## src/hw/rtl/color_ramp_gradient_map_defines.svh

```systemverilog
// Assertion macros for the color ramp block.
`ifndef COLOR_RAMP_GRADIENT_MAP_DEFINES_SVH
`define COLOR_RAMP_GRADIENT_MAP_DEFINES_SVH
`ifndef SYNTHESIS
`define CRGM_ASSERT_NOW(lbl, ante, cons, msg) \
   lbl: assert property (@(posedge clock) disable iff (reset) (ante) |-> (cons)) \
      else $error(msg);
`define CRGM_ASSERT_NEXT(lbl, ante, cons, msg) \
   lbl: assert property (@(posedge clock) disable iff (reset) (ante) |=> (cons)) \
      else $error(msg);
`else
`define CRGM_ASSERT_NOW(lbl, ante, cons, msg)
`define CRGM_ASSERT_NEXT(lbl, ante, cons, msg)
`endif
`endif

```

## src/hw/rtl/crgm_pkg.sv

```systemverilog
// Shared constants and types of the color ramp block.
package crgm_pkg;
   localparam int MAX_STOPS_DEF    = 6;
   localparam int CHANNEL_BITS_DEF = 10;
   localparam int SAMPLE_W         = 16;
   localparam int POS_W            = 13;
   localparam int T_FRAC           = 12;
   localparam int T_W              = 13;
   localparam logic [T_W-1:0] T_ONE = 13'd4096;
   localparam int NUM_W            = 16;
   localparam int COUNT_W          = 3;
   localparam logic [31:0] RANGE_RESET = 32'h1000_0000;
   localparam logic [COUNT_W-1:0] COUNT_RESET = 3'd3;

   // register map indexes
   localparam int REG_RANGE     = 0;
   localparam int REG_COUNT     = 1;
   localparam int REG_STOP_BASE = 2;

   // default stops: position, then red, green, blue, alpha
   localparam int RESET_POS [3] = '{0, 2048, 4096};
   localparam int RESET_RED [3] = '{245, 460, 941};
   localparam int RESET_GRN [3] = '{286, 409, 951};
   localparam int RESET_BLU [3] = '{184, 327, 971};
   localparam int RESET_ALP = 1023;

   typedef struct packed {
      logic adv;
      logic vld;
   } pipe_ctl_type;
endpackage

```

## src/hw/rtl/crgm_div.sv

```systemverilog
// Pipelined restoring divider, one quotient bit per stage, shared divisor across lanes.
module crgm_div
   import crgm_pkg::*;
#(
   parameter int LANES = 1,
   parameter int DEN_W = 16,
   parameter int Q_W   = 12,
   parameter int TAG_W = 1
) (
   input  logic                         clock,
   input  logic                         reset,
   input  pipe_ctl_type                 ctl_in,
   input  logic [DEN_W-1:0]             den_in,
   input  logic [LANES-1:0][DEN_W-1:0]  rem_in,
   input  logic [LANES-1:0][Q_W-1:0]    dvd_in,
   input  logic [TAG_W-1:0]             tag_in,
   output logic                         vld_out,
   output logic [LANES-1:0][Q_W-1:0]    q_out,
   output logic [TAG_W-1:0]             tag_out
);
   logic                        vld_ff [Q_W];
   logic [DEN_W-1:0]            den_ff [Q_W];
   logic [LANES-1:0][DEN_W-1:0] rem_ff [Q_W];
   logic [LANES-1:0][Q_W-1:0]   dvd_ff [Q_W];
   logic [TAG_W-1:0]            tag_ff [Q_W];

   for (genvar k = 0; k < Q_W; k++) begin : g_stage
      logic                        cur_vld;
      logic [DEN_W-1:0]            cur_den;
      logic [LANES-1:0][DEN_W-1:0] cur_rem;
      logic [LANES-1:0][Q_W-1:0]   cur_dvd;
      logic [TAG_W-1:0]            cur_tag;
      logic [LANES-1:0][DEN_W-1:0] rem_in_n;
      logic [LANES-1:0][Q_W-1:0]   dvd_in_n;

      if (k == 0) begin : g_first
         assign cur_vld = ctl_in.vld;
         assign cur_den = den_in;
         assign cur_rem = rem_in;
         assign cur_dvd = dvd_in;
         assign cur_tag = tag_in;
      end else begin : g_next
         assign cur_vld = vld_ff[k-1];
         assign cur_den = den_ff[k-1];
         assign cur_rem = rem_ff[k-1];
         assign cur_dvd = dvd_ff[k-1];
         assign cur_tag = tag_ff[k-1];
      end

      // shift in one dividend bit, subtract when it fits; quotient bits fill the
      // dividend register from the bottom
      always_comb begin
         logic [DEN_W:0] sh;
         logic           ge;
         for (int l = 0; l < LANES; l++) begin
            sh = {cur_rem[l], cur_dvd[l][Q_W-1]};
            ge = (sh >= {1'b0, cur_den});
            rem_in_n[l] = ge ? DEN_W'(sh - {1'b0, cur_den}) : sh[DEN_W-1:0];
            dvd_in_n[l] = {cur_dvd[l][Q_W-2:0], ge};
         end
      end

      always_ff @(posedge clock) begin
         if (reset) begin
            vld_ff[k] <= 1'b0;
         end else if (ctl_in.adv) begin
            vld_ff[k] <= cur_vld;
         end
      end

      always_ff @(posedge clock) begin
         if (ctl_in.adv) begin
            den_ff[k] <= cur_den;
            rem_ff[k] <= rem_in_n;
            dvd_ff[k] <= dvd_in_n;
            tag_ff[k] <= cur_tag;
         end
      end
   end

   assign vld_out = vld_ff[Q_W-1];
   assign q_out   = dvd_ff[Q_W-1];
   assign tag_out = tag_ff[Q_W-1];
endmodule

```

## config.mk

```make
export PLATFORM = sky130hd
export DESIGN_NAME = crgm_div
export DESIGN_NICKNAME = d
export VERILOG_FILES = /design/src/hw/rtl/color_ramp_gradient_map_defines.svh /design/src/hw/rtl/crgm_pkg.sv /design/src/hw/rtl/crgm_div.sv
export SDC_FILE = /design/constraint.sdc
export NUM_CORES = 1
export LEC_CHECK = 0
export BUFFER_PORTS_ARGS = -buffer_cell sky130_fd_sc_hd__buf_4
export CORE_UTILIZATION = 60
export DETAILED_ROUTE_END_ITERATION = 7
export PLACE_DENSITY = 0.77
export SLEW_MARGIN = 20
export SYNTH_ARGS = -nofsm -noshare
export SYNTH_HDL_FRONTEND = slang
export SYNTH_SLANG_ARGS = --single-unit
```

## constraint.sdc

```tcl
create_clock -name clock -period 3.27 [get_ports clock]
set_input_delay 0 -clock clock [delete_from_list [all_inputs] [get_ports clock]]
set_output_delay 0 -clock clock [all_outputs]
set_load 0.05 [all_outputs]
```

======== Word level (Yosys, flattened, before mapping) ========
Memories as Yosys holds them, arrays and structs flattened.
Cells that the tools add are included.
W data, S select, Z words.
operators by class
  $add $sub $neg .......................... 12
  order comparisons ....................... 12
  mux-type cells .......................... 30
  bitwise logic cells ..................... 12
operators by type and width
  kind              count
  $ge A17 B16 Y1    12
  $mux W16          12
  $sub A16 B16 Y16  12
  $mux W1           18
  $or A1 B1 Y1      12
storage, ports and cells
  bits in registers ....................... 0
  memory bits (writable) .................. 552
  input port bits ......................... 49
  output and inout bits ................... 14
  memories kept ........................... 5
memory list
  memory  words  width  read ports  clocked after Yosys merged registers in  wr ports  line            text
  den_ff  12     16     11          0                                        12        crgm_div.sv:22  logic [DEN_W-1:0] den_ff [Q_W];
  rem_ff  12     16     11          0                                        12        crgm_div.sv:23  logic [LANES-1:0][DEN_W-1:0] rem_ff [Q_W];
  dvd_ff  12     12     12          0                                        12        crgm_div.sv:24  logic [LANES-1:0][Q_W-1:0] dvd_ff [Q_W];
  tag_ff  12     1      12          0                                        12        crgm_div.sv:25  logic [TAG_W-1:0] tag_ff [Q_W];
  vld_ff  12     1      12          0                                        12        crgm_div.sv:21  logic vld_ff [Q_W];

======== Logic depth before layout (Yosys ltp) ========
  word-level depth ........................ 4
  depth in mapped cells ................... 12
  depth with buffers taken out ............ 10

======== Worst setup path before layout ========
No wires, ideal clock.
  path type ............................... reg2reg
  start ................................... mem den_ff[5][1] (netlist: den_ff[2][17])
  end ..................................... mem rem_ff[3][10] in the netlist's numbering, data pin
  library setup time ...................... 0.260 ns
  arrival ................................. 2.418 ns
  setup slack ............................. 0.593 ns
  cell stages (with the launch flop) ...... 11
  buffers on the path ..................... 1
  path through ............................ edfxtp_1 -> inv_1 -> ha_1 -> nor2b_1 -> o31ai_1 -> a21oi_1 -> o31ai_4 -> o21ai_2 -> a21oi_4 -> buf_4 -> mux2_2
RTL lines
  what                line
  start: declaration  crgm_div.sv:22
  end: declaration    crgm_div.sv:23

==> results.py <==
metrics = {
    "synth": {
        "synth_common_cells": "edfxtp_1, inv_1, ha_1",
        "yosysTopAreaCellShare": 0.5741,
        "yosysWarningCount": 0,
        "synthMostInstantiatedCell": "edfxtp_1",
        "synth_edf_count": 520,
        "yosysSeqAreaShare": 0.5741,
        "synth_area_mm2": 0.02720,
        "syn_area_per_cell_um2": 12.37,
        "syn_inst": 2199,
        "ys.flop_type": "edfxtp_1",
        "synth.distinct_cells": 82,
        "synth_area_leader_cell": "edfxtp_1",
        "async_reset_ff_frac": 0,
        "synthesis.nets": 2451,
        "synth_area_leaders": "edfxtp_1, ha_1, inv_1",
        "ys_ff_latch": 520,
    },
    "critical_path": {
        "worst_path_most_repeated_cell": "buf_4",
        "cp_max_fo": 22,
        "cp-start-kind": "flop",
        "crit_chain": "inv_1, ha_1, and3_1, nor2b_1, o2111ai_1, nand3_1, a211oi_2, buf_4, buf_4, o21ai_0",
        "r2r-start": "den_ff[4][6]",
        "worst_path_max_delay_cell": "o21ai_0",
        "crit_required_ps": 3600,
        "worst_r2r_path_depth": 10,
        "path_class": "reg2reg",
        "cp.arrival_ps": 3490,
        "cp.depth": 10,
        "cp_num_buf_inv": 3,
        "critPathMaxStageDelay_ps": 440,
        "critPathTopFamily": "simple AND/OR/NAND/NOR gates",
        "end_kind": "flop",
        "crit_start": "den_ff[4][6]",
    },
    "sta": {
        "slew_violations": 0,
        "holdWs_ps": 122.8,
        "fmax_mhz": 316.2,
        "hold_violations": 0,
        "setup_viol": 0,
        "fin_ws_ps": 107.9,
        "skew_ps": 15.91,
        "tightestPinTransition_ps": 892.8,
        "relSlewSlack": 0.4048,
        "fin_crit_sh": 0.9670,
        "fin_crit_ps": 3162,
        "timing.setup.tns_ps": 0,
        "rsz0062_at_grt": "no",
    },
    "cells_and_area": {
        "multiInputGateArea_mm2": 0.01046,
        "postLayoutCellArea_mm2": 0.03074,
        "ff_latch_area_mm2": 0.01562,
        "diodes": 0,
        "area_growth_pct": 13.00,
        "fin_nets": 2606,
        "fillers": 3100,
        "drive_gt1_frac": 0.1183,
        "final_util": 0.6906,
    },
    "global_route": {
        "overflow": 0,
        "grt_pass1_vias": 17065,
        "grt_start_max_net_pins": 99,
        "antenna_found_initial": 0,
        "grt_util_all_layers": 0.2438,
        "grt_pass1_wl_mm": 89.09,
    },
    "power_and_ir_drop": {
        "power-per-cell-area_mw_per_mm2": 902.4,
        "seq_power_share": 0.372,
        "pwr-share-clk": 0.221,
        "peakVddDrop_v": 0.0005294,
        "p_leak_nw": 12.40,
        "comb_power_share": 0.407,
        "p_int_w": 0.01820,
        "p_sw_w": 0.009534,
        "swShare": 0.3437,
    },
    "hold_path": {
        "holdPathStages": 2,
        "hp-class": "in2reg",
        "hp-start": "dvd_in[6]",
    },
    "place": {
        "postPlaceCellArea_mm2": 0.02844,
        "numPortBuffers": 62,
        "place_ws_ps": 94.87,
        "dpl.hpwl_mm": 40.08,
        "gp_congestion": 0.9418,
    },
    "floorplanning": {
        "coreArea_mm2": 0.04451,
        "fp.dieH_um": 214.9,
        "start_util": 0.6111,
        "die_x_um": 214.9,
        "pin_count": 63,
        "row_count": 77,
        "die_area_mm2": 0.04619,
    },
    "clock_network": {
        "root_buffer": "clkbuf_16",
        "clkLatencyLatePin_ps": 600,
        "clk_pin_slew_worst_paths_ps": 60,
        "postCtsSetupBuffers": 0,
        "cts_inserted_buffers": 55,
        "cts_max_level": 2,
        "clk_path_buf_depth": 3,
        "clock-sinks": 520,
        "cts_tree": "built",
    },
    "drt": {
        "drtIter0Drc": 1431,
        "ant_nets": 0,
        "num_vias": 17233,
        "finalWirelength_mm": 55.20,
        "viasPerCell": 5.758,
        "wire_per_inst_um": 18.44,
        "drc": 0,
        "drtPass1Iterations": 5,
    },
    "flow_run": {
        "cap_violations": 0,
    },
    "run_status": {
        "status": "complete, no violations",
    },
}
## layout make-up
class | count | area share
Sequential cell | 520 | 0.5080
Clock buffer | 62 | 0.04563
Timing Repair Buffer | 137 | 0.04054
Multi-Input combinational cell | 1403 | 0.3401
Tap cell | 592 | 0.02410
Clock inverter | 42 | 0.01262
Inverter | 237 | 0.02894
## worst paths after layout
| check | endpoint | slack, ps |
|---|---|---|
| worst max register to register | rem_ff[4][24] | 110 |
| worst max-delay path | rem_ff[4][24] | 110 |
| worst min register to register | dvd_ff[0][34] | 420 |
| worst min-delay path | dvd_ff[0][7] | 120 |
## state kept, by name (all words and copies together) (netlist names)
register,flops
den_ff,176
rem_ff,176
dvd_ff,144
tag_ff,12
vld_ff,12
## worst reg2reg max path, cell delays in order (launching register included)
cell       delay, ps
edfxtp_1         400
inv_1             80
ha_1             350
and3_1           320
nor2b_1          350
o2111ai_1        300
nand3_1          170
a211oi_2          70
buf_4            200
buf_4            200
o21ai_0          440
## cell families (layout without fill, tap and decap cells)
logic type | Yosys count | after routing | synth area share
muxes | 101 | 101 | 0.04273
buffers and inverters | 276 | 478 | 0.04236
adders and majority gates | 203 | 203 | 0.09641
and+or+nand+nor | 467 | 467 | 0.08404
AOI/OAI and AO/OA | 524 | 524 | 0.1256
xor gates and xnor gates | 108 | 108 | 0.03477
DFF | 520 | 520 | 0.5741
## timing repair
action	4_1_cts	5_1_grt
endpoints found under the hold margin	135	0
hold buffers	49	0
gates resized for setup	0	4
setup endpoints to repair	0	14
## placed cells by master (no fill, tap or decap), drive strengths merged, types with 22 or more instances in the layout
cell type,synthesis,layout
a21oi,126,126
nor2,106,106
xnor2,70,70
clkinv,0,25
nor3,31,31
o21ai,151,151
ha,192,192
nor2b,32,32
xor2,38,38
inv,237,241
dlygate4sd3,0,49
a21o,39,39
nand2,142,142
clkbuf,11,62
o21a,56,56
nand3,29,29
mux2,82,82
nand2b,31,31
buf,28,88
edfxtp,520,520
o31ai,22,22
## power by group through the flow
stage / logic, W / registers, W / clock network (W)
2_1_floorplan: 0.00859 / 0.0100 / 0
3_3_place_gp: 0.0107 / 0.0104 / 0
3_5_place_dp: 0.0110 / 0.0104 / 0
4_1_cts: 0.0111 / 0.0103 / 0.00628
5_1_grt: 0.0125 / 0.0105 / 0.00652
6_report: 0.0113 / 0.0103 / 0.00614
## layer usage
metal,up-vias,wire length (µm),GRT usage
met3,100,2626,0.03680
met2,461,27300,0.4246
li1,8419,-,-
met5,-,0,0
met4,0,1452,0.07310
met1,8253,23820,0.3151
## stage by stage
stage | cells | power, W
floorplan | 2199 | 0.01861
global placement | 2840 | 0.02110
detailed placement | 2840 | 0.02142
CTS | 2993 | 0.02774
global route | 2993 | 0.02945
finish | 2993 | 0.02774
No activity file was read; power rests on OpenSTA's default activity.
